**config.mk**
```make
export PLATFORM = sky130hd
export DESIGN_NAME = cni_fifo
export DESIGN_NICKNAME = d
export VERILOG_FILES = /design/src/rtl/core/cni_fifo.sv
export SDC_FILE = /design/constraint.sdc
export NUM_CORES = 1
export LEC_CHECK = 0
export BUFFER_PORTS_ARGS = -buffer_cell sky130_fd_sc_hd__buf_4
export CORE_ASPECT_RATIO = 1.4
export CORE_MARGIN = 2
export CORE_UTILIZATION = 50
export DETAILED_ROUTE_END_ITERATION = 7
export PLACE_DENSITY_LB_ADDON = 0.12
export SLEW_MARGIN = 20
export SYNTH_ARGS = -nofsm -noshare
export SYNTH_HDL_FRONTEND = slang
export SYNTH_SLANG_ARGS = --single-unit
```
**constraint.sdc**
```tcl
create_clock -name i_clk -period 1.9 [get_ports i_clk]
set_input_delay 0.38 -clock i_clk [delete_from_list [all_inputs] [get_ports i_clk]]
set_output_delay 0.38 -clock i_clk [all_outputs]
set_load 0.02 [all_outputs]
```
**src/rtl/core/cni_fifo.sv**
```systemverilog
module cni_fifo #(
    parameter int WIDTH = 8,
    parameter int DEPTH = 4
) (
    input  logic             i_clk,
    input  logic             i_rst_n,
    input  logic             i_push,
    input  logic [WIDTH-1:0] i_data,
    output logic             o_full,
    input  logic             i_pop,
    output logic [WIDTH-1:0] o_data,
    output logic             o_empty
);

    localparam int PTR_W = (DEPTH > 1) ? $clog2(DEPTH) : 1;
    localparam int CNT_W = $clog2(DEPTH + 1);

    logic [WIDTH-1:0] r_mem [DEPTH];
    logic [PTR_W-1:0] r_wr_ptr, n_wr_ptr;
    logic [PTR_W-1:0] r_rd_ptr, n_rd_ptr;
    logic [CNT_W-1:0] r_count, n_count;
    logic             wr_en;
    logic             rd_en;

    assign o_full  = (r_count == CNT_W'(DEPTH));
    assign o_empty = (r_count == '0);
    assign o_data  = r_mem[r_rd_ptr];
    assign wr_en   = i_push && !o_full;
    assign rd_en   = i_pop && !o_empty;

    always_comb begin
        n_wr_ptr = r_wr_ptr;
        n_rd_ptr = r_rd_ptr;
        n_count  = r_count;
        if (wr_en) begin
            n_wr_ptr = (r_wr_ptr == PTR_W'(DEPTH - 1)) ? '0 : r_wr_ptr + 1'b1;
        end
        if (rd_en) begin
            n_rd_ptr = (r_rd_ptr == PTR_W'(DEPTH - 1)) ? '0 : r_rd_ptr + 1'b1;
        end
        if (wr_en && !rd_en) begin
            n_count = r_count + 1'b1;
        end else if (rd_en && !wr_en) begin
            n_count = r_count - 1'b1;
        end
    end

    always_ff @(posedge i_clk) begin
        if (!i_rst_n) begin
            r_wr_ptr <= '0;
            r_rd_ptr <= '0;
            r_count  <= '0;
        end else begin
            r_wr_ptr <= n_wr_ptr;
            r_rd_ptr <= n_rd_ptr;
            r_count  <= n_count;
        end
    end

    always_ff @(posedge i_clk) begin
        if (wr_en) begin
            r_mem[r_wr_ptr] <= i_data;
        end
    end

endmodule

```
==> key figures, run 1 <==
Global routing
  • Global Route Usage Sum: 17.59%
  • Initial antenna violation count: 0
  • Number of global-route vias before repair: 970
  • Grt total ovfl: 0
  • Pin count of the biggest net entering global routing: 13
  • First-pass GRT wire length: 4554 um

Detailed routing
  • Final WL: 2563 um
  • DRC Markers: 0
  • Per-cell routed wire length: 15.44 um
  • Iter 0 DRT Violations: 8
  • Vias per inst: 5.145
  • Vias post-DR: 854
  • DR pass1 iterations: 4
  • Post-route ant nets: 0

Yosys
  • EDFF count, synth: 32
  • Main synth FF type: edfxtp_1
  • Ranking of synthesized cells by area: edfxtp_1 (59%), dfxtp_1 (11%), mux4_2 (11%)
  • Commonest cells in the netlist: edfxtp_1 (32), dfxtp_1 (9), mux4_2 (8)
  • Register area share after synthesis: 69.99%
  • Flip-flop and latch count after synthesis: 41
  • Syn Nets: 112
  • Post-Syn Area per Cell: 17.53 um^2
  • Top-count cell post-synth: edfxtp_1
  • Distinct cells, synth: 23
  • Ys Warns: 0
  • Post-synthesis cell count: 93
  • Top-area cell type share of the netlist area: 58.94%
  • Ys async rst share: 0%
  • Yosys top cell by area: edfxtp_1
  • Mapped cell area: 1630 um^2

Place
  • Post-DP Area: 1926 um^2
  • Post-DP HPWL: 1914 um
  • RePlAce Congestion: 0.7113
  • Port buffer count: 21

CTS
  • Clock sink count: 41
  • Clock root cell: clkbuf_8
  • Total CTS buffers: 5
  • CTS H-tree depth: 2
  • CTS tree: yes
  • Reg clk slew, reported paths: 0.07 ns
  • Clock Path Buffers: 2
  • Post-CTS Hold Buffers: 0
  • Setup Fix Bufs, Post-CTS: 0
  • Clk_lat worst skew: 0.29 ns

Timing
  • Final Setup Violations: 1
  • Unrepaired setup endpoints after global routing: yes
  • Final Critical Period: 1.914 ns
  • Final period util: 100.8%
  • Worst rel slew slack: 71.62%
  • Clock skew: 0.008499 ns
  • Fmax: 0.5224 GHz
  • Final slew viol count: 0
  • Actual slew at the worst max-slew pin: 0.4258 ns
  • Hold violation count in the final report: 0
  • Setup ws final: -0.01438 ns

Layout
  • Fillers: 247
  • Final #Nets: 145
  • Number of diodes: 0
  • Fin area: 2021 um^2
  • Layout cell share with drive strength beyond 1: 41.73%
  • Area Overhead vs Synth: 23.94%

Setup path
  • Crit path buf inv count: 2
  • Worst Reg-to-Reg Cells: 8
  • Worst R2R Start: r_count[2]
  • Type of the worst setup path: flop to flop
  • Worst EP required: 2.12 ns
  • Crit Reg-Reg Endpoint: r_count[2]
  • Crit path DAT: 2.13 ns
  • Crit-path max FO: 4
  • Setup slack, reg-to-reg: -0.01 ns
  • Cell family with most CP delay: adder cells
  • Startpoint types: flop
  • CP Capture Type: flop
  • Largest stage delay, worst path: 0.34 ns
  • Critical Path, Cell by Cell: buf_6, o31ai_4, ha_4, inv_2, fa_2, xor2_1, or3_1, a21boi_1
  • Crit-path slowest cell: dfxtp_2

Die
  • DIE AREA: 3740 um^2
  • Core Area: 3123 um^2
  • Initial core utilization: 52.20%
  • Die width: 52.26 um
  • Die Height: 71.57 um
  • Number of I/O pins: 22
  • Num rows: 24

Run status
  • Status: finished with violations
  • Violated checks: setup timing

Power and ir drop
  • Post-layout total power: 2.605 mW
  • VDD IR-drop max: 875.6 uV
  • Pwr per Cell Area: 1289 nW/um^2
  • Leakage Power: 0.7433 nW

Hold path
  • Hold Startpoint: i_data[6]
  • Hold Path Class: input port to flop
  • Sink of the worst hold path: r_mem[2][6]
  • Hold Crit Depth: 1

Job
  • Max-cap violation count: 0
## state kept, by name, indices dropped and copies added, names as in the netlist, named ones only
| name | count |
|---|---|
| r_mem | 32 |
| r_count | 3 |
| r_rd_ptr | 2 |
| r_wr_ptr | 2 |
## worst reg2reg max path, stage by stage, from the launching register on
cell and delay (ns):
dfxtp_2 0.34, buf_6 0.12, o31ai_4 0.22, ha_4 0.18, inv_2 0.03, fa_2 0.33
xor2_1 0.16, or3_1 0.31, a21boi_1 0.15
## final cells by class
| type | count | area [um^2] | share of cell area, % |
|---|---|---|---|
| tap | 39 | 48.80 | 2.415 |
| timing repair buffer | 30 | 236.5 | 11.70 |
| multi-input combinational | 45 | 498.0 | 24.64 |
| inverter | 3 | 11.26 | 0.5573 |
| sequential | 41 | 1145 | 56.66 |
| clock inverter | 3 | 12.51 | 0.6192 |
| clock buffer | 5 | 68.82 | 3.406 |
## worst max path at each step
stage / start / endpoint / slack [ns] / depth (start not counted)
floorplan: r_count[2] / r_count[2] / 0.007 / 9
global placement: i_push / r_count[2] / 0.02 / 8
detailed placement: r_count[2] / r_count[2] / -0.10 / 8
CTS: r_count[2] / r_count[2] / -0.03 / 8
global route: r_count[2] / r_count[2] / -0.11 / 8
finish: r_count[2] / r_count[2] / -0.01 / 8
## per-stage QoR
stage | setup slack, ns | hold slack [ns] | instances | utilization, % | setup TNS (ns)
floorplan | 0.007227 | 0.4677 | 93 | - | 0
global placement | 0.02058 | 0.4726 | 158 | 61.66 | 0
detailed placement | -0.1047 | 0.4926 | 158 | 61.66 | -0.1047
CTS | -0.03205 | 0.2772 | 166 | 64.46 | -0.03205
global route | -0.1061 | 0.2781 | 166 | 64.70 | -0.1061
finish | -0.01438 | 0.2869 | 166 | 64.70 | -0.01438
## where the power goes
group,internal (mW),total (mW),switching [mW]
combinational,0.476,0.894,0.418
sequential,1.11,1.20,0.0888
clock,0.247,0.513,0.267
## layout by cell type, fill, tap and decap left out, types with 3 or more instances in the layout
| cell type | count |
|---|---|
| clkbuf_8 | 5 |
| dfxtp_2 | 3 |
| buf_4 | 27 |
| mux4_2 | 8 |
| nand2_1 | 6 |
| buf_6 | 3 |
| ha_1 | 5 |
| edfxtp_1 | 32 |
| and2_1 | 5 |
| mux2i_1 | 3 |
| dfxtp_1 | 6 |
| o21ai_0 | 3 |
## logic make-up after synthesis
| group | after synthesis | share of synthesized area, % |
|---|---|---|
| fa+ha+maj | 7 | 5.833 |
| simple gates | 20 | 6.600 |
| buf+inv | 7 | 1.765 |
| mux | 11 | 12.89 |
| xor+xnor | 2 | 1.075 |
| compound gates | 5 | 1.842 |
| flops | 41 | 69.99 |
## metal layers
layer / share of wire [%] / up-vias / track usage (%)
li1: - / 412 / -
met1: 38 / 416 / 19.03
met2: 54 / 18 / 29.40
met3: 4.9 / 8 / 6.458
met4: 2.7 / 0 / 9.402
met5: 0 / - / 0
## timing repair
item | CTS | global route
gates resized for setup | 3 | 2
cloned | 0 | 0
endpoints found under the setup margin | 1 | 9
No activity file was read; power rests on OpenSTA's default activity.
==> run 2, diff against run 1 <==
--- a/config.mk
+++ b/config.mk
@@ -8,7 +8,7 @@
 export BUFFER_PORTS_ARGS = -buffer_cell sky130_fd_sc_hd__buf_4
 export CORE_ASPECT_RATIO = 1.4
 export CORE_MARGIN = 2
-export CORE_UTILIZATION = 50
+export CORE_UTILIZATION = 35
 export DETAILED_ROUTE_END_ITERATION = 7
 export PLACE_DENSITY_LB_ADDON = 0.12
 export SLEW_MARGIN = 20
==> run 2 against run 1 <==
- the flow still finishes with violations (setup timing)
- clock skew shrank 0.0025 ns
- largest cell class unchanged
- via count shrank 0.12%
- cell count grew 14%
- wire length grew 3.4%
- clock power grew 5.1%
- register-to-register slack is essentially flat
- critical endpoint unchanged
- critical path type unchanged
- critical path depth is the same
- utilization shrank 19 points
- global-route usage shrank 5.9 points
==> key figures, run 2 (synthesis gave the netlist of run 1 again) <==
Run status
  • Status: finished with violations (unchanged)
  • Violated checks: setup timing (unchanged)

CTS
  • CTS tree: yes (unchanged)
  • Clock root cell: clkbuf_8 (unchanged)
  • Total CTS buffers: 5 (unchanged)
  • Reg clk slew, reported paths: 0.08 ns (was 0.07 ns)
  • Clock Path Buffers: 2 (unchanged)
  • Post-CTS Hold Buffers: 0 (unchanged)
  • CTS H-tree depth: 2 (unchanged)
  • Clock sink count: 41 (unchanged)
  • Setup Fix Bufs, Post-CTS: 0 (unchanged)
  • Clk_lat worst skew: 0.29 ns (about the same)

Timing
  • Final Setup Violations: 1 (unchanged)
  • Final Critical Period: 1.925 ns (was 1.914 ns)
  • Fmax: 0.5194 GHz (was 0.5224 GHz)
  • Worst rel slew slack: 73.19% (was 71.62%)
  • Setup TNS: -0.02521 ns (was -0.01438 ns)
  • Setup ws final: -0.02521 ns (was -0.01438 ns)
  • Hold violation count in the final report: 0 (unchanged)
  • Final slew viol count: 0 (unchanged)
  • Clock skew: 0.006038 ns (was 0.008499 ns)
  • Hold slack: 0.2895 ns (was 0.2869 ns)
  • Unrepaired setup endpoints after global routing: yes (unchanged)
  • Final period util: 101.3% (was 100.8%)
  • Actual slew at the worst max-slew pin: 0.4016 ns (was 0.4258 ns)

Layout
  • Number of diodes: 0 (unchanged)
  • Fin area: 2063 um^2 (was 2021 um^2)
  • Area Overhead vs Synth: 26.55% (was 23.94%)
  • Util after Layout: 45.86% (was 64.70%)
  • Largest regs: r_mem x32, r_count x3 (unchanged)
  • Max reg flops: 32 (unchanged)
  • Most common cell after layout, fill and taps aside: edfxtp_1 (unchanged)
  • Final #Nets: 146 (was 145)
  • Most frequent cells in the layout: edfxtp_1 (32), buf_4 (29), mux4_2 (8), nand2_1 (6) (was edfxtp_1 (32), buf_4 (27), mux4_2 (8), nand2_1 (6), dfxtp_1 (6))
  • Layout cell share with drive strength beyond 1: 44.53% (was 41.73%)
  • Fin cells: 190 (was 166)
  • Most flops, register: r_mem (unchanged)

Setup path
  • Largest stage delay, worst path: 0.34 ns (about the same)
  • Crit-path max FO: 5 (was 4)
  • Crit path buf inv count: 2 (unchanged)
  • Startpoint types: flop (unchanged)
  • Type of the worst setup path: flop to flop (unchanged)
  • Cell family with most CP delay: adder cells (unchanged)
  • Crit-path slowest cell: dfxtp_2 (unchanged)
  • Critical Path, Cell by Cell: buf_6, o31ai_4, ha_4, inv_2, fa_2, xor2_1, or3_1, a21boi_1 (unchanged)
  • CP Capture Type: flop (unchanged)
  • Worst EP required: 2.11 ns (was 2.12 ns)
  • Crit path DAT: 2.14 ns (was 2.13 ns)

Power and ir drop
  • Post-layout total power: 2.635 mW (was 2.605 mW)
  • Pwr per Cell Area: 1277 nW/um^2 (was 1289 nW/um^2)
  • VDD IR-drop max: 649.7 uV (was 875.6 uV)
  • Leakage Power: 0.7500 nW (was 0.7433 nW)

Die
  • Num rows: 29 (was 24)
  • Core Area: 4499 um^2 (was 3123 um^2)
  • Die Height: 84.76 um (was 71.57 um)
  • DIE AREA: 5228 um^2 (was 3740 um^2)
  • Initial core utilization: 36.23% (was 52.20%)
  • Number of I/O pins: 22 (unchanged)
  • Die width: 61.68 um (was 52.26 um)

Place
  • Post-DP Area: 1962 um^2 (was 1926 um^2)
  • Post-DP HPWL: 1864 um (was 1914 um)
  • Setup WS pre-CTS: -0.08879 ns (was -0.1047 ns)
  • Port buffer count: 21 (unchanged)
  • # placed instances: 182 (was 158)
  • RePlAce Congestion: 0.6619 (was 0.7113)

Hold path
  • Hold Path Class: input port to flop (unchanged)

Detailed routing
  • Vias post-DR: 853 (was 854)
  • DR pass1 iterations: 4 (unchanged)
  • Iter 0 DRT Violations: 19 (was 8)
  • Post-route ant nets: 0 (unchanged)
  • Per-cell routed wire length: 13.95 um (was 15.44 um)
  • DRC Markers: 0 (unchanged)
  • Final WL: 2651 um (was 2563 um)
  • Vias per inst: 4.489 (was 5.145)

Global routing
  • Initial antenna violation count: 0 (unchanged)
  • Pin count of the biggest net entering global routing: 14 (was 13)
  • Number of global-route vias before repair: 903 (was 970)
  • Grt total ovfl: 0 (unchanged)
  • Global Route Usage Sum: 11.66% (was 17.59%)
  • First-pass GRT wire length: 4326 um (was 4554 um)

Job
  • Max-cap violation count: 0 (unchanged)
==> run 2: area by class of cell <==
class	count	area, um^2
Clock buffer	5	68.82
Clock inverter	3	17.52
Fill cell	432	2436
Inverter	3	11.26
Multi-Input combinational cell	45	498.0
Sequential cell	41	1146
Tap cell	62	77.57
Timing Repair Buffer	31	244.0
==> run 2: power breakdown <==
part	total (mW)	leakage, nW	internal [mW]	switching (mW)
combinational	0.897	0.337	0.477	0.421
sequential	1.20	0.369	1.11	0.0889
clock	0.539	0.0439	0.253	0.286
total	2.63	0.750	1.84	0.795
==> run 2: worst paths after layout <==
path	startpoint	slack (ns)	to	depth (start not counted)
worst max-delay path	r_count[2]	-0.03	r_count[2]	8
worst min register to register	r_wr_ptr[1]	0.50	r_wr_ptr[1]	2
worst max register to register	r_count[2]	-0.03	r_count[2]	8
worst min-delay path	i_data[0]	0.29	r_mem[0][0]	1
==> run 2: timing repair <==
action / in CTS / in global routing
setup endpoints to repair: 2 / 9
gates resized for setup: 4 / 2
pin swaps: 0 / 0
==> run 2: per-layer routing <==
layer / share of wire (%) / vias to the layer above / wire (um) / track usage [%]
met5: 0 / - / 0 / 0
met4: 0.79 / 0 / 21 / 4.642
met3: 4.6 / 2 / 122 / 3.852
met2: 54 / 20 / 1436 / 19.43
met1: 40 / 417 / 1069 / 13.33
li1: - / 414 / - / -
==> run 3, diff against run 2 <==
--- a/config.mk
+++ b/config.mk
@@ -10,7 +10,7 @@
 export CORE_MARGIN = 2
 export CORE_UTILIZATION = 35
 export DETAILED_ROUTE_END_ITERATION = 7
-export PLACE_DENSITY_LB_ADDON = 0.12
+export SETUP_SLACK_MARGIN = 0.15
 export SLEW_MARGIN = 20
 export SYNTH_ARGS = -nofsm -noshare
 export SYNTH_HDL_FRONTEND = slang
==> run 3 against run 2 <==
- the run now ends clean
- cell count shrank 0.53%
- clock skew shrank 0.0014 ns
- global-route usage shrank 0.68 points
- largest cell class unchanged
- largest power group unchanged
- fmax grew 3.0%
- clock-buffer cell count is the same
- worst hold slack lost 0.0034 ns
- wire length shrank 4.2%
- power grew 2.6%
- via count shrank 1.5%
- first-iteration DRC count grew 74%
==> key figures, run 3 (synthesis gave the netlist of run 1 again) <==
Setup path
  • Cell family with most CP delay: simple AND/OR/NAND/NOR gates (was adder cells)
  • Worst R2R Start: r_count[2] (unchanged)
  • Worst Reg-to-Reg Cells: 8 (unchanged)
  • Critical Path, Cell by Cell: nor3b_4, nor2b_2, ha_4, inv_2, fa_2, xor2_1, or3_1, a21boi_2 (was buf_6, o31ai_4, ha_4, inv_2, fa_2, xor2_1, or3_1, a21boi_1)
  • Largest stage delay, worst path: 0.35 ns (was 0.34 ns)
  • CP Capture Type: flop (unchanged)
  • Startpoint types: flop (unchanged)
  • Crit path DAT: 2.09 ns (was 2.14 ns)
  • Crit-path max FO: 5 (unchanged)
  • Worst EP required: 2.12 ns (was 2.11 ns)
  • Crit Reg-Reg Endpoint: r_count[2] (unchanged)
  • Crit-path slowest cell: dfxtp_2 (unchanged)
  • Type of the worst setup path: flop to flop (unchanged)
  • Crit path buf inv count: 1 (was 2)
  • CP Depth: 8 (unchanged)
  • Setup slack, reg-to-reg: 0.03 ns (was -0.03 ns)

CTS
  • Clk_lat worst skew: 0.29 ns (about the same)
  • CTS H-tree depth: 2 (unchanged)
  • Total CTS buffers: 5 (unchanged)
  • CTS tree: yes (unchanged)
  • Clock root cell: clkbuf_8 (unchanged)
  • Clock Path Buffers: 2 (unchanged)
  • Reg clk slew, reported paths: 0.08 ns (about the same)
  • Clock sink count: 41 (unchanged)
  • Post-CTS Hold Buffers: 0 (unchanged)

Hold path
  • Hold Startpoint: i_data[5] (was i_data[0])
  • Hold Path Class: input port to flop (unchanged)
  • Hold Crit Depth: 1 (unchanged)
  • Sink of the worst hold path: r_mem[0][5] (was r_mem[0][0])

Timing
  • Final slew viol count: 0 (unchanged)
  • Actual slew at the worst max-slew pin: 0.2471 ns (was 0.4016 ns)
  • Final Critical Period: 1.870 ns (was 1.925 ns)
  • Clock skew: 0.004613 ns (was 0.006038 ns)
  • Hold violation count in the final report: 0 (unchanged)
  • Worst rel slew slack: 83.53% (was 73.19%)
  • Fmax: 0.5348 GHz (was 0.5194 GHz)
  • Setup TNS: 0 ns (was -0.02521 ns)
  • Unrepaired setup endpoints after global routing: yes (unchanged)
  • Final Setup Violations: 0 (was 1)
  • Final period util: 98.41% (was 101.3%)

Global routing
  • Initial antenna violation count: 0 (unchanged)
  • Grt total ovfl: 0 (unchanged)
  • First-pass GRT wire length: 4112 um (was 4326 um)
  • Global Route Usage Sum: 10.99% (was 11.66%)
  • Number of global-route vias before repair: 876 (was 903)
  • Pin count of the biggest net entering global routing: 14 (unchanged)

Detailed routing
  • Post-route ant nets: 0 (unchanged)
  • Final WL: 2540 um (was 2651 um)
  • Per-cell routed wire length: 13.44 um (was 13.95 um)
  • Vias post-DR: 840 (was 853)
  • Vias per inst: 4.444 (was 4.489)
  • DRC Markers: 0 (unchanged)
  • DR pass1 iterations: 4 (unchanged)
  • Iter 0 DRT Violations: 33 (was 19)

Die
  • Num rows: 29 (unchanged)
  • Die Height: 84.76 um (unchanged)
  • Number of I/O pins: 22 (unchanged)
  • Initial core utilization: 36.23% (unchanged)
  • DIE AREA: 5228 um^2 (unchanged)
  • Core Area: 4499 um^2 (unchanged)
  • Die width: 61.68 um (unchanged)

Layout
  • Largest regs: r_mem x32, r_count x3 (unchanged)
  • Util after Layout: 46.58% (was 45.86%)
  • Layout cell share with drive strength beyond 1: 46.46% (was 44.53%)
  • Most flops, register: r_mem (unchanged)
  • Max reg flops: 32 (unchanged)
  • Most frequent cells in the layout: edfxtp_1 (32), buf_4 (21), mux4_2 (8), buf_6 (8), nand2_1 (6) (was edfxtp_1 (32), buf_4 (29), mux4_2 (8), nand2_1 (6))
  • Fillers: 429 (was 432)
  • Area Overhead vs Synth: 28.55% (was 26.55%)
  • Final #Nets: 145 (was 146)
  • Most common cell after layout, fill and taps aside: edfxtp_1 (unchanged)
  • Number of diodes: 0 (unchanged)

Power and ir drop
  • VDD IR-drop max: 632.1 uV (was 649.7 uV)
  • Pwr per Cell Area: 1290 nW/um^2 (was 1277 nW/um^2)
  • Post-layout total power: 2.703 mW (was 2.635 mW)
  • Leakage Power: 0.7563 nW (was 0.7500 nW)

Job
  • Max-cap violation count: 0 (unchanged)

Place
  • RePlAce Congestion: 0.6276 (was 0.6619)
  • Port buffer count: 21 (unchanged)
  • Post-DP HPWL: 1790 um (was 1864 um)

Run status
  • Status: finished clean (was finished with violations)
-- run 3: cell count changes in the layout (fill, tap and decap cells not counted), sizes merged --
cell	delta
buf	-1
-- run 3: cell type report --
type	count	area (um^2)	area share, %
Timing Repair Buffer	30	267.8	12.78
Multi-Input combinational cell	45	503.0	24.00
Clock buffer	5	68.82	3.284
Sequential cell	41	1150	54.87
Clock inverter	3	17.52	0.8358
Inverter	3	11.26	0.5373
Tap cell	62	77.57	3.701
-- run 3: worst max path at each step --
stage                           from          to  slack, ns
final                     r_count[2]  r_count[2]       0.03
after global routing      r_count[2]  r_count[2]      -0.06
after CTS                 r_count[2]  r_count[2]      -0.01
after detailed placement  r_count[2]  r_count[2]      -0.09
after global placement    r_count[2]  r_count[2]       0.02
after floorplan           r_count[2]  r_count[2]       0.03
-- run 3: repair_timing --
| item | 4_1_cts | 5_1_grt |
|---|---|---|
| hold endpoints to repair | 0 | 0 |
| setup buffers | 1 | 1 |
| gates resized for setup | 14 | 2 |
| setup endpoints to repair | 17 | 9 |
-- run 3: per-layer routing --
metal	global-route usage [%]	up-vias	share of wire, %
li1	-	412	-
met1	13.19	400	42
met2	17.80	22	52
met3	3.236	6	4.9
met4	4.642	0	1.4
met5	0	-	0
-- run 3: metrics by stage --
step | setup slack [ns] | std cells | hold slack (ns) | area, um^2
global placement | 0.02423 | 179 | 0.4842 | 1942
CTS | -0.01461 | 188 | 0.2807 | 2083
floorplan | 0.03414 | 93 | 0.4677 | 1674
finish | 0.03023 | 189 | 0.2861 | 2096
global route | -0.05913 | 189 | 0.2809 | 2096
detailed placement | -0.09230 | 179 | 0.4945 | 1942
-- run 3: where the power goes --
| part | internal (mW) | switching, mW | total [mW] |
|---|---|---|---|
| sequential | 1.11 | 0.100 | 1.21 |
| combinational | 0.523 | 0.421 | 0.944 |
| clock | 0.253 | 0.292 | 0.545 |
