<file path="src/rtl/core/cni_pkg.sv">
package cni_pkg;

    localparam int MAX_POINTS_DEF = 4096;
    localparam int JOB_DEPTH      = 4;
    localparam int RES_DEPTH      = 16;

    localparam int CFG_IDX_W = 2;
    localparam logic [CFG_IDX_W-1:0] CFG_RULE_SELECT = 2'd0;
    localparam logic [CFG_IDX_W-1:0] CFG_STEP_WIDTH  = 2'd1;

    localparam logic [31:0] STEP_RESET = 32'h0001_0000;

    typedef enum logic [1:0] {
        RULE_TRAP   = 2'd0,
        RULE_SIMP13 = 2'd1,
        RULE_SIMP38 = 2'd2,
        RULE_RSVD   = 2'd3
    } t_rule;

    typedef struct packed {
        logic        err;
        logic        neg;
        logic        clip;
        t_rule       rule;
        logic [47:0] mag;
    } t_job;

    typedef struct packed {
        logic signed [47:0] integral;
        logic               count_error;
        logic               saturated;
    } t_res;

endpackage

</file>
<file path="src/rtl/core/cni_front.sv">
module cni_front #(
    parameter int MAX_POINTS = cni_pkg::MAX_POINTS_DEF
) (
    input  logic               i_clk,
    input  logic               i_rst_n,
    input  logic               i_accept,
    input  logic signed [31:0] i_sample_value,
    input  logic               i_is_last,
    input  cni_pkg::t_rule     i_rule,
    output logic               o_job_push,
    output cni_pkg::t_job      o_job
);

    localparam int IDX_W = $clog2(MAX_POINTS + 1);

    logic signed [47:0] r_sum, n_sum;
    logic [IDX_W-1:0]   r_idx, n_idx;
    logic [1:0]         r_ph, n_ph;
    logic               r_ovf, n_ovf;
    logic               r_clip, n_clip;

    logic               at_cap;
    logic [2:0]         w_int;
    logic [2:0]         weight;
    logic signed [34:0] v_ext;
    logic signed [34:0] prod;
    logic signed [49:0] sum_ext;
    logic               pos_ovf;
    logic               neg_ovf;
    logic signed [47:0] sum_clamped;
    logic signed [47:0] sum_final;
    logic               clip_final;
    logic               rule_err;

    always_comb begin
        at_cap = (r_idx == IDX_W'(MAX_POINTS));

        case (i_rule)
            cni_pkg::RULE_SIMP13: w_int = r_idx[0] ? 3'd4 : 3'd2;
            cni_pkg::RULE_SIMP38: w_int = (r_ph == 2'd0) ? 3'd2 : 3'd3;
            default:              w_int = 3'd2;
        endcase
        weight = ((r_idx == '0) || i_is_last) ? 3'd1 : w_int;

        v_ext = 35'(i_sample_value);
        case (weight)
            3'd2:    prod = v_ext <<< 1;
            3'd3:    prod = (v_ext <<< 1) + v_ext;
            3'd4:    prod = v_ext <<< 2;
            default: prod = v_ext;
        endcase

        sum_ext = 50'(r_sum) + 50'(prod);
        pos_ovf = !sum_ext[49] && (sum_ext[48] || sum_ext[47]);
        neg_ovf = sum_ext[49] && !(sum_ext[48] && sum_ext[47]);
        if (pos_ovf) begin
            sum_clamped = 48'sh7FFF_FFFF_FFFF;
        end else if (neg_ovf) begin
            sum_clamped = 48'sh8000_0000_0000;
        end else begin
            sum_clamped = sum_ext[47:0];
        end

        sum_final  = at_cap ? r_sum : sum_clamped;
        clip_final = r_clip || (!at_cap && (pos_ovf || neg_ovf));

        unique case (i_rule)
            cni_pkg::RULE_TRAP:   rule_err = (r_idx == '0);
            cni_pkg::RULE_SIMP13: rule_err = (r_idx < IDX_W'(2)) || r_idx[0];
            cni_pkg::RULE_SIMP38: rule_err = (r_idx < IDX_W'(3)) || (r_ph != 2'd0);
            default:              rule_err = 1'b1;
        endcase

        o_job_push = i_accept && i_is_last;
        o_job.err  = rule_err || r_ovf || at_cap;
        o_job.neg  = sum_final[47];
        o_job.clip = clip_final;
        o_job.rule = i_rule;
        o_job.mag  = sum_final[47] ? 48'(-sum_final) : 48'(sum_final);

        n_sum  = r_sum;
        n_idx  = r_idx;
        n_ph   = r_ph;
        n_ovf  = r_ovf;
        n_clip = r_clip;
        if (i_accept) begin
            if (i_is_last) begin
                n_sum  = '0;
                n_idx  = '0;
                n_ph   = '0;
                n_ovf  = 1'b0;
                n_clip = 1'b0;
            end else if (at_cap) begin
                n_ovf = 1'b1;
            end else begin
                n_sum  = sum_clamped;
                n_clip = clip_final;
                n_idx  = r_idx + 1'b1;
                n_ph   = (r_ph == 2'd2) ? 2'd0 : r_ph + 2'd1;
            end
        end
    end

    always_ff @(posedge i_clk) begin
        if (!i_rst_n) begin
            r_sum  <= '0;
            r_idx  <= '0;
            r_ph   <= '0;
            r_ovf  <= 1'b0;
            r_clip <= 1'b0;
        end else begin
            r_sum  <= n_sum;
            r_idx  <= n_idx;
            r_ph   <= n_ph;
            r_ovf  <= n_ovf;
            r_clip <= n_clip;
        end
    end

endmodule

</file>
<file path="config.mk">
export PLATFORM = sky130hd
export DESIGN_NAME = cni_front
export DESIGN_NICKNAME = d
export VERILOG_FILES = /design/src/rtl/core/cni_pkg.sv /design/src/rtl/core/cni_front.sv
export SDC_FILE = /design/constraint.sdc
export NUM_CORES = 1
export LEC_CHECK = 0
export BUFFER_PORTS_ARGS = -buffer_cell sky130_fd_sc_hd__clkbuf_2
export CORE_ASPECT_RATIO = 1.75
export CORE_MARGIN = 2
export CORE_UTILIZATION = 54
export CTS_BUF_LIST = sky130_fd_sc_hd__clkbuf_2
export DETAILED_ROUTE_END_ITERATION = 12
export GPL_ROUTABILITY_DRIVEN = 0
export PLACE_DENSITY = 0.73
export SKIP_LAST_GASP = 1
export SYNTH_ARGS = -nofsm -noshare
export SYNTH_HDL_FRONTEND = slang
export SYNTH_SLANG_ARGS = --single-unit
</file>
<file path="constraint.sdc">
create_clock -name i_clk -period 17.86 [get_ports i_clk]
set_clock_uncertainty 0.1 [all_clocks]
set_input_delay 0.893 -clock i_clk [delete_from_list [all_inputs] [get_ports i_clk]]
set_output_delay 0.893 -clock i_clk [all_outputs]
set_load 0.02 [all_outputs]
</file>
==> metrics list, run 1 <==
* Register clock-pin slew on the reported worst setup and hold paths: 0.16 ns
- Crit-path max FO: 44
* Most utilized layer in the global route result: met2
* Number of nets in the finished design: 1631
- Pwr/cell area: 76.6 nW/µm²
* Total negative setup slack: 0 ns
- The number of antenna violations at the first check in global routing is 1.
- CTS Root Buffer Type: clkbuf_2
- Die area: 20300 µm²
- Post-synth cell types: 97
- Compared with the post-synthesis result, the final layout area differs by 6.51%.
- The total count of hold-check failures in the final report came to 0.
- The synthesized design contains 0 enable-type register cells.
- Number of post-CTS setup repair buffers: 0
* Final critical path time including I/O delays and setup: 12.57 ns
* Routed WL per cell: 20.0 µm
- The top cell types in the final layout, fill and taps aside, are nor2_1, a21oi_1, nand2_1, clkbuf_2, o21ai_0.
- The floorplan step set the die width to 109 µm.
* Master of the slowest instance on the critical path: nor4_4
* Sequential fraction of design power: 19.8%
* Most common cell after layout, fill and taps aside: nor2_1
- For this run the aggregate overflow at the end of global routing stands at 0.
- Crit. Startpoint: i_sample_value[1]
- Of the total power, the clock network draws 11.4%.
- The run finished with clean final reports.
* Clock tree from TritonCTS: done
* GR met3 Demand/Resource: 3.00%
- Fraction of power spent switching nets: 53.7%
- Synthesis-stage register bit count: 65
- Cell internal power was estimated by the tool at 0.000391 W.
- Final worst-path cycle share: 70.4%
* Yosys warning total: 0
- Clk_lat worst skew: 0.59 ns
* Number of levels the H-tree was split into: 3
- In this run the cell area of the synthesized design comes to 10300 µm².
- Number of buffers on the longest clock path: 2
- Data arrival at the endpoint of the critical path: 11.58 ns
- Based on the critical path, the design can be clocked at up to 0.0795 GHz.
- The number of gates resized after CTS was 0.
* Startpoint class of the critical path: input port
- Endpoint of the most critical setup path: o_job[46]
- Overall via count from detail_route: 11800
- In the synthesized netlist the dominant register cell turns out to be dfxtp_1.
* Hold-fix buffers at CTS: 0
- Worst-case reg-to-reg path depth: 27
- Hold Crit Class: flop to flop
* Portion of the post-synthesis area used by sequential elements: 12.6%
- Summed over all cells, the static leakage comes to 4.72 nW.
- Setup slack on the worst flop-to-flop path: 9.20 ns
* Number of antenna-violating nets in the routed design: 0
- The worst register-to-register path begins at r_idx[2]$_SDFFE_PN0P_.
* Switching power: 0.000453 W
- Die Y-Extent: 187 µm
- Counting the fill cells in the layout gives 1946.
- Pre-Repair DR Iteration Count: 7
- For met1 alone, demand over resource in global routing was 40.0%.
- Global routing used 34.0% of the available tracks across all layers.
- Relative slew margins: 28.2%
- Worst-case vdd ir drop: 0.0638 mV
- Worst Max-Slew Pin Slew: 1.07 ns
- Setup repair after global routing left no endpoint under its margin.
* Initial cell density of the core: 54.6%
* Smallest hold slack: 0.403 ns
- Routing usage on met2: 58.3%
- Count of input and output buffers: 91
- Number of maximum-capacitance violations: 0
- After detailed routing, the number of remaining DRC violations is 0.
* CORE AREA: 18900 µm²
- HPWL after detailed placement: 26600 µm
* Number of global-route vias before repair: 11200
* Worst EP required: 16.87 ns
* Worst r2r dst: r_sum[34]$_SDFFE_PN0P_
* Detailed router's first-iteration violation count: 1086
- Async set or reset register ratio after synthesis: 0%
- Mean instance size in the synthesized netlist: 7.10 µm²
* Max incr delay on CP: 0.60 ns
* Proportion of layout cells with a drive suffix above 1: 10.9%
- Number of CTS-inserted buffers: 9
- Cell count after synthesis: 1457
* Type of the setup path with the least slack: input port to primary output
- Proportion of power drawn by combinational gates: 68.7%
- Overall routed net length: 34900 µm
- Setup violations remaining at the end of the flow were counted as 0.
* Largest net degree at the start of global routing: 55
- The worst setup path is captured at a primary output.
- Global-route wire length before repair: 55800 µm
- Sink count of the clock tree: 65
* Floorplan row count: 67
- Syn Nets: 1591
* IO Count: 92
- Max-slew violation count: 0
- Detailed-route vias per instance: 6.74
## per-stage QoR
| step | worst slack (ns) | std cells | cell area, µm² | util (%) | power (W) |
|---|---|---|---|---|---|
| finish | 5.29 | 1744 | 11000 | 58.1 | 0.000844 |
| CTS | 5.47 | 1743 | 11000 | 58.1 | 0.000831 |
| global placement | 5.81 | 1727 | 10900 | 57.5 | 0.000728 |
| global route | 4.57 | 1744 | 11000 | 58.1 | 0.000896 |
| detailed placement | 5.49 | 1727 | 10900 | 57.5 | 0.000733 |
| floorplan | 6.27 | 1457 | 10300 | - | 0.000577 |
## power by group through the flow
| stage | Combinational (W) | Clock [W] | Sequential, W |
|---|---|---|---|
| after global placement | 0.000559 | 0 | 0.000169 |
| after floorplan | 0.000412 | 0 | 0.000165 |
| after global routing | 0.000625 | 0.000102 | 0.000168 |
| after CTS | 0.000568 | 0.0000966 | 0.000166 |
| final | 0.000580 | 0.0000964 | 0.000167 |
| after detailed placement | 0.000564 | 0 | 0.000169 |
## synthesized netlist by cell type, drive strengths merged, types with 31 or more instances
cell	count	share of area [%]
nor2	152	5.5
a21oi	147	7.1
nand2	107	3.9
o21ai	99	4.8
ha	94	11
dfxtp	65	13
clkbuf	57	2.1
inv	53	1.9
xnor2	51	4.3
xor2	45	3.8
nor2b	44	2.7
nor3	43	2.2
nand3	34	1.6
a21o	31	2.3
## sequential cells by signal, indices dropped and copies added (netlist names)
name    count
r_sum      48
r_ovf       1
r_idx      13
r_ph        2
r_clip      1
## per-layer routing
metal | share of wire [%] | wire length (µm) | vias up
met5 | 0 | 0 | -
met4 | 6.4 | 2230 | 0
met3 | 6.4 | 2220 | 169
met2 | 49 | 17000 | 586
met1 | 39 | 13500 | 5453
li1 | - | - | 5543
## cell families after synthesis
group	share of synthesized area, %
adders and majority gates	11.8
buffers and inverters	5.18
xor gates and xnor gates	8.13
muxes	1.56
DFF	12.6
and+or+nand+nor	26.2
AOI/OAI and AO/OA	34.6
## worst min-delay path by stage
stage	to	slack, ns	depth (start not counted)	from
6_report	r_sum[34]$_SDFFE_PN0P_	0.40	2	r_sum[34]$_SDFFE_PN0P_
3_5_place_dp	r_clip$_SDFFE_PN0P_	0.36	2	r_clip$_SDFFE_PN0P_
4_1_cts	r_clip$_SDFFE_PN0P_	0.40	2	r_clip$_SDFFE_PN0P_
3_3_place_gp	r_clip$_SDFFE_PN0P_	0.35	2	r_clip$_SDFFE_PN0P_
5_1_grt	r_sum[34]$_SDFFE_PN0P_	0.43	2	r_sum[34]$_SDFFE_PN0P_
2_1_floorplan	r_clip$_SDFFE_PN0P_	0.33	2	r_clip$_SDFFE_PN0P_
## layout make-up
| cell class | count | area, µm² | area share (%) |
|---|---|---|---|
| multi-input combinational | 1259 | 8510 | 77.3 |
| tap | 241 | 302 | 2.74 |
| antenna | 1 | 2.50 | 0.0227 |
| sequential | 65 | 1300 | 11.8 |
| clock inverter | 5 | 55.1 | 0.500 |
| timing repair buffer | 108 | 583 | 5.29 |
| clock buffer | 11 | 55.1 | 0.500 |
| inverter | 54 | 203 | 1.84 |
## critical path, delay by kind of cell
family                     cells  cell delay [ns]
AOI/OAI and AO/OA             23             5.67
and+or+nand+nor                7             2.09
buffers and inverters          6             1.27
adders and majority gates      4             0.97
xor gates and xnor gates       2             0.34
muxes                          1             0.30
No activity file was read; power rests on OpenSTA's default activity.
==> run 2, diff against run 1 <==
--- a/config.mk
+++ b/config.mk
@@ -5,6 +5,7 @@
 export SDC_FILE = /design/constraint.sdc
 export NUM_CORES = 1
 export LEC_CHECK = 0
+export ABC_AREA = 1
 export BUFFER_PORTS_ARGS = -buffer_cell sky130_fd_sc_hd__clkbuf_2
 export CORE_ASPECT_RATIO = 1.75
 export CORE_MARGIN = 2
@@ -12,7 +13,7 @@
 export CTS_BUF_LIST = sky130_fd_sc_hd__clkbuf_2
 export DETAILED_ROUTE_END_ITERATION = 12
 export GPL_ROUTABILITY_DRIVEN = 0
-export PLACE_DENSITY = 0.73
+export PLACE_DENSITY = 0.76
 export SKIP_LAST_GASP = 1
 export SYNTH_ARGS = -nofsm -noshare
 export SYNTH_HDL_FRONTEND = slang
==> constraint.sdc (replaced) <==
create_clock -name i_clk -period 10.3 [get_ports i_clk]
set_clock_uncertainty 0.1 [all_clocks]
set_input_delay 0.515 -clock i_clk [delete_from_list [all_inputs] [get_ports i_clk]]
set_output_delay 0.515 -clock i_clk [all_outputs]
set_load 0.02 [all_outputs]
==> run 2 against run 1 <==
Effect of this change: synthesized cell count is 46% higher; count of clock-buffer cells in the layout is 1 lower; final area is 10% higher; clock power is 70% higher; core utilization is 0.23 points higher; setup slack worse by 3.9 ns; flip-flop and latch count stayed put; first-iteration DRC count is 6.1% higher; combinational power is 93% higher; critical path type is now flop to primary output.
==> metrics list, run 2 <==
- Outcome: finished clean
* Floorplan row count: 70
- After the last flow step, the layout net total stands at 2317.
- Area share of the largest cell type after synthesis: 23.1%
- Initial cell density of the core: 54.9%
- Mean instance size in the synthesized netlist: 5.39 µm²
- Detailed-route vias per instance: 5.73
- DRC violations left: 0
- The library cells used most frequently in the layout, excluding fill and tap cells, are nand2_1, inv_1, nor2_1, a21oi_1, nand3_1.
- Most used cell along the critical path: nand2_1
- Number of levels the H-tree was split into: 3
- Relative slew margins: 21.2%
- After global routing the overflow that remains totals 0.
- After filler insertion, the fill cell instance count of the layout stands at 2209.
- Top cells by area in the synthesized netlist: nand2_1, dfxtp_1, inv_1, ha_1, a21oi_1
- Async set or reset register ratio after synthesis: 0%
- The number of gates resized after CTS was 0.
* Die Y-Extent: 197 µm
* Type of the setup path with the least slack: flop to primary output
* Count of input and output buffers: 91
- Counting instances, the worst hold path has a depth of 3.
* CTS Root Buffer Type: clkbuf_2
- The most used flip-flop cell after synthesis is dfxtp_1.
- The synthesized design spends more area on one cell type than any other, namely nand2_1.
* Hold Crit Class: input port to flop
* Routed WL per cell: 15.6 µm
* Portion of the post-synthesis area used by sequential elements: 11.4%
- Final critical path time including I/O delays and setup: 8.88 ns
- CORE AREA: 20800 µm²
- TritonCTS built the clock tree.
- Post-synthesis to final-layout area growth: 6.39%
* Max-slew violation count: 0
* Max incr delay on CP: 0.65 ns
* Total standard cell area after synthesis: 11400 µm²
* Number of flops mapped to enable cells by yosys: 0
- Die area: 22400 µm²
- Power after layout: 0.00157 W
* Overall routed net length: 38000 µm
- Master of the slowest instance on the critical path: nand2_1
* Setup repair after global routing missed its margin: no
- Dividing total power by cell area gives a power density of 129 nW/µm².
- Static power due to leakage: 6.71 nW
* Data arrival at the endpoint of the critical path: 8.27 ns
- Final hold analysis gives a worst-case slack of 0.126 ns.
- 92 I/O pins were placed.
- Proportion of layout cells with a drive suffix above 1: 8.87%
- Number of global-route vias before repair: 12900
- Number of maximum-capacitance violations: 0
* Register clock-pin slew on the reported worst setup and hold paths: 0.18 ns
* Post-synth cell types: 53
- The final route contains 14000 vias.
- Derived from the worst setup path, the maximum achievable clock frequency is 0.113 GHz.
- For this run, the detailed router's first-pass iteration total came to 5.
* Top post-synthesis cells by count: nand2_1, inv_1, nor2_1
- Clk_lat worst skew: 0.56 ns
* Worst-case reg-to-reg path depth: 32
- Total negative setup slack: 0 ns
- For this run, the total global-route usage over all layers was measured as 33.2%.
- The Yosys step of the flow raised 0 warnings.
- Final worst-path cycle share: 86.2%
- Worst Max-Slew Pin Slew: 1.18 ns
- Worst EP required: 9.69 ns
- Horizontal die dimension: 114 µm
- Hold-fix buffers at CTS: 0
- In the final layout, the registers with the most flip-flops are r_sum: 48 flops, r_idx: 13 flops, r_ph: 2 flops.
- Once detail routing completed, the nets flagged for antenna violations numbered 0.
- Largest net degree at the start of global routing: 53
* Number of antenna violations at the first check in global routing: 1
- Number of CTS-inserted buffers: 9
- Leaving out fill and tap cells, the most frequent cell in the layout is nand2_1.
- Setup violations remaining at the end of the flow were counted as 0.
* Startpoint class of the critical path: flop
- The register with the most flip-flops in the layout has 48 of them.
- Detailed router's first-iteration violation count: 1152
- Synthesis produced a netlist whose cell count is 2123.
- The tree built by TritonCTS fans out to 65 sinks.
* Syn Nets: 2257
- Most frequently used cell type in the post-synthesis netlist: nand2_1
- Crit-path max FO: 28
- The first global-routing pass estimated 60800 µm of wire.
- The worst-case IR drop observed on VDD is 0.132 mV.
- No sink is reached through more buffers than the 2 on the longest clock path.
- Cell area after layout: 12200 µm²
* Synthesis-stage register bit count: 65
* Number of post-CTS setup repair buffers: 0
- Capturing element type of the critical path: primary output
- Biggest register: r_sum
- HPWL after detailed placement: 31200 µm
* Post-Place Cell Area: 12000 µm²
- Hold Violations, Final: 0
==> run 2: cell count changes after synthesis, moves of 44 or more <==
| cell | delta |
|---|---|
| inv_1 | +273 |
| nand2_1 | +598 |
| nand3_1 | +125 |
| nor2_1 | +44 |
| nor2b_1 | -44 |
| xnor2_1 | -50 |
==> run 2: final timing paths <==
path / start / to / slack [ns]
hold / removal: i_rst_n / r_ph[1]$_SDFFE_PN0P_ / 0.13
setup reg to reg: r_idx[0]$_SDFFE_PN0P_ / r_sum[43]$_SDFFE_PN0P_ / 3.11
hold reg to reg: r_ovf$_SDFFE_PN0P_ / r_ovf$_SDFFE_PN0P_ / 0.40
setup / recovery: r_idx[0]$_SDFFE_PN0P_ / o_job[45] / 1.42
==> run 2: layout make-up <==
| class | instances | area [µm²] | area share, % |
|---|---|---|---|
| clock buffer | 10 | 50.0 | 0.411 |
| antenna | 1 | 2.50 | 0.0206 |
| multi-input combinational | 1676 | 8670 | 71.2 |
| timing repair buffer | 100 | 523 | 4.30 |
| inverter | 331 | 1240 | 10.2 |
| sequential | 65 | 1300 | 10.7 |
| clock inverter | 6 | 67.6 | 0.555 |
| tap | 252 | 315 | 2.59 |
==> run 2: through the flow <==
stage                     setup WS [ns]  util [%]  cells
after floorplan                    3.63         -   2123
after global routing              0.755      58.4   2441
after CTS                          1.56      58.4   2440
after global placement             1.91      57.8   2424
after detailed placement           1.71      57.8   2424
final                              1.42      58.4   2441
==> run 2: cell families after synthesis <==
kind of cell | Yosys count | synth area share [%]
simple gates | 1205 | 45.0
buf+inv | 382 | 13.0
compound gates | 335 | 16.9
fa+ha+maj | 96 | 10.6
flops | 65 | 11.4
xor+xnor | 40 | 3.13
==> run 2: routing by layer <==
layer	track usage [%]	vias up	wire [µm]
li1	-	6951	-
met1	37.0	6215	14600
met2	58.6	644	18300
met3	2.61	166	2180
met4	23.7	0	3000
met5	0	-	0
==> run 2: power by group <==
group / leakage, nW / internal [W] / total, W / switching [W]
sequential: 0.530 / 0.000270 / 0.000290 / 0.0000205
combinational: 6.11 / 0.000332 / 0.00112 / 0.000785
clock: 0.0702 / 0.0000579 / 0.000164 / 0.000107
total: 6.71 / 0.000660 / 0.00157 / 0.000912
==> run 2: worst max-delay path, delay by kind of cell, from the launching register on <==
kind	cells	cell delay [ns]
xor gates and xnor gates	1	0.31
and+or+nand+nor	26	4.43
AOI/OAI and AO/OA	3	0.49
adders and majority gates	3	0.71
DFF	1	0.51
buffers and inverters	6	1.24
==> run 3, diff against run 2 <==
--- a/config.mk
+++ b/config.mk
@@ -13,7 +13,8 @@
 export CTS_BUF_LIST = sky130_fd_sc_hd__clkbuf_2
 export DETAILED_ROUTE_END_ITERATION = 12
 export GPL_ROUTABILITY_DRIVEN = 0
-export PLACE_DENSITY = 0.76
+export PLACE_DENSITY = 0.73
+export SKIP_CTS_REPAIR_TIMING = 1
 export SKIP_LAST_GASP = 1
 export SYNTH_ARGS = -nofsm -noshare
 export SYNTH_HDL_FRONTEND = slang
==> constraint.sdc (replaced) <==
create_clock -name i_clk -period 9.1 [get_ports i_clk]
set_clock_uncertainty 0.1 [all_clocks]
set_input_delay 0.455 -clock i_clk [delete_from_list [all_inputs] [get_ports i_clk]]
set_output_delay 0.455 -clock i_clk [all_outputs]
set_load 0.02 [all_outputs]
==> run 3 against run 2 <==
Effect of this change: total power grew 16%; highest routed layer unchanged; largest cell class unchanged; final area rose by 0.45%; first-iteration DRC count grew 4.6%; die area did not move; critical endpoint is now o_job[35]; hold slack worse by 0.044 ns.
==> metrics list, run 3 (synthesis results as in run 2) <==
* Relative slew margins: 23.7%
- In this run the number of cells on the critical path is 43.
- The first global-routing pass estimated 62100 µm of wire.
* Largest net degree at the start of global routing: 53
- 92 I/O pins were placed.
- After filler insertion, the fill cell instance count of the layout stands at 2194.
- Cell family with the largest share of critical-path delay: simple AND/OR/NAND/NOR gates
- The wire-length estimate of the detail-placed layout is 32200 µm.
- Biggest register: r_sum
* Flip-flop count of the largest register after layout: 48
* Final setup violation count: 0
* Number of antenna violations at the first check in global routing: 1
- TritonCTS built the clock tree.
* CP Buf/Inv Count: 5
- Data on the critical path arrives at its endpoint at 7.92 ns.
- Startpoint class of the critical path: flop
- At the later pin of the worst-skew pair, clock insertion delay measures 0.56 ns.
- Total negative setup slack: 0 ns
- In this run the power density over the cells is 149 nW/µm².
- Most used cell along the critical path: nand2_1
* CTS Root Buffer Type: clkbuf_2
- The worst register-to-register path begins at r_idx[0]$_SDFFE_PN0P_.
- Crit. Startpoint: r_idx[0]$_SDFFE_PN0P_
- Beginning of the worst hold path: i_rst_n
- STA puts the critical path data required time at 8.55 ns.
- Detailed router's first-iteration violation count: 1205
- Post-synthesis to final-layout area growth: 6.87%
- Counting cells, the worst reg-to-reg path comes to 33.
- The worst setup path is of the flop to primary output kind.
- Sink count of the clock tree: 65
- Internal power contribution: 0.000774 W
- The run finished with clean final reports.
- The critical path ends at o_job[35].
* Static power due to leakage: 6.73 nW
- CORE AREA: 20800 µm²
* Max incr delay on CP: 0.51 ns
* Capturing element type of the critical path: primary output
- Switching power: 0.00104 W
- Congestion Overflow GR: 0
* Proportion of power drawn by combinational gates: 70.3%
* Cell Count Post-Placement: 2425
* Sequential fraction of design power: 18.1%
- Worst Max-Slew Pin Slew: 1.14 ns
- Die Y-Extent: 197 µm
- The endpoint identified for the worst register-to-register timing path is r_sum[45]$_SDFFE_PN0P_.
- The die covers 22400 µm².
- Of the available clock period, the critical path in the final layout requires 93.1%.
- VDD sags by at most 0.143 mV.
* GR Util All Layers: 34.3%
* Overall via count from detail_route: 14000
- DRC violations left: 0
- Master of the slowest instance on the critical path: nor3_1
- In this run the worst path has a maximum fanout of 28.
- Hold Crit Class: input port to flop
- Post-Place Cell Area: 12100 µm²
- The total count of hold-check failures in the final report is 0.
- Dividing the detail-routed via count by the number of cells gives 5.71.
- The count of buffers added on input and output ports is 91.
- Final critical path time including I/O delays and setup: 8.47 ns
- The net count of the finished layout is 2321.
* Most common cell after layout, fill and taps aside: nand2_1
- Initial cell density of the core: 54.9%
- Number of buffers on the longest clock path: 2
- The routed design has 39100 µm of wire.
- The detail route stage leaves a number of antenna-violating nets equal to 0.
* Fraction of power spent switching nets: 57.4%
- In the layout the commonest cells are nand2_1, inv_1, nor2_1, a21oi_1, nand3_1.
- Max-slew violation count: 0
* Register clock-pin slew on the reported worst setup and hold paths: 0.17 ns
- The largest registers in the layout are r_sum: 48 flops, r_idx: 13 flops, r_ph: 2 flops.
* Peak clock frequency supported by timing: 0.118 GHz
- The via count of the first global-routing pass came to 13200.
- Post-route non-filler standard cell count: 2444
* Floorplan row count: 70
- Setup repair after global routing left no endpoint under its margin.
- The pre-antenna-repair detailed-routing pass consisted of 6 iterations.
- In the final routed layout, each cell accounts on average for 16.0 µm.
- The die is 114 µm wide.
- The worst register-to-register path has a setup slack of 2.38 ns.
* Cell area after layout: 12200 µm²
- Power after layout: 0.00182 W
* Proportion of layout cells with a drive suffix above 1: 9.08%
* Share of total power in the clock network: 11.6%
- Number of CTS-inserted buffers: 9
- In this run the number of H-tree levels came out at 3.
- Max-cap violations in this run came to 0.
run 3: changes by cell type in the layout (fill, tap and decap cells not counted), moves of 2 or more:
cell and change:
buf_4 +2, clkinv_4 -2, o21ai_0 -2, o21ai_1 +2, clkinvlp_4 +2
run 3: tightest hold or removal path, delay by kind of cell:
family	cells	cell delay (ns)
buffers and inverters	1	0.11
AOI/OAI and AO/OA	1	0.08
and+or+nand+nor	1	0.04
run 3: power by group through the flow:
stage               Combinational, W  Sequential (W)  Clock (W)
CTS                          0.00125        0.000327   0.000210
finish                       0.00128        0.000329   0.000210
global route                 0.00139        0.000331   0.000223
global placement             0.00123        0.000333          0
floorplan                   0.000881        0.000322          0
detailed placement           0.00124        0.000333          0
run 3: cell type report:
type | count | area [µm²] | share of cell area (%)
Sequential cell | 65 | 1300 | 10.6
Clock inverter | 6 | 90.1 | 0.737
Timing Repair Buffer | 103 | 549 | 4.49
Clock buffer | 9 | 45.0 | 0.369
Inverter | 331 | 1250 | 10.2
Tap cell | 252 | 315 | 2.58
Timing Repair inverter | 1 | 7.51 | 0.0614
Antenna cell | 1 | 2.50 | 0.0205
Multi-Input combinational cell | 1676 | 8670 | 70.9
run 3: metrics by stage:
stage / setup WS (ns) / util (%) / hold slack (ns)
after detailed placement: 0.851 / 57.8 / 0.369
final: 0.627 / 58.6 / 0.0826
after floorplan: 2.55 / - / 0.342
after CTS: 0.479 / 58.5 / 0.0714
after global placement: 0.875 / 57.8 / 0.361
after global routing: 0.0334 / 58.6 / 0.0721
run 3: per-layer routing:
metal,GRT usage (%),up-vias,wire length [µm]
met4,26.2,0,3410
li1,-,6978,-
met2,60.7,553,18800
met3,3.08,208,2050
met5,0,-,0
met1,37.0,6214,14900
run 3: how the worst min path moves through the flow:
stage / end / slack (ns) / cells after the start
after floorplan: r_ovf$_SDFFE_PN0P_ / 0.34 / 1
after global placement: r_ovf$_SDFFE_PN0P_ / 0.36 / 1
after detailed placement: r_ovf$_SDFFE_PN0P_ / 0.37 / 1
after CTS: r_idx[0]$_SDFFE_PN0P_ / 0.07 / 3
after global routing: r_ph[1]$_SDFFE_PN0P_ / 0.07 / 3
final: r_ph[1]$_SDFFE_PN0P_ / 0.08 / 3
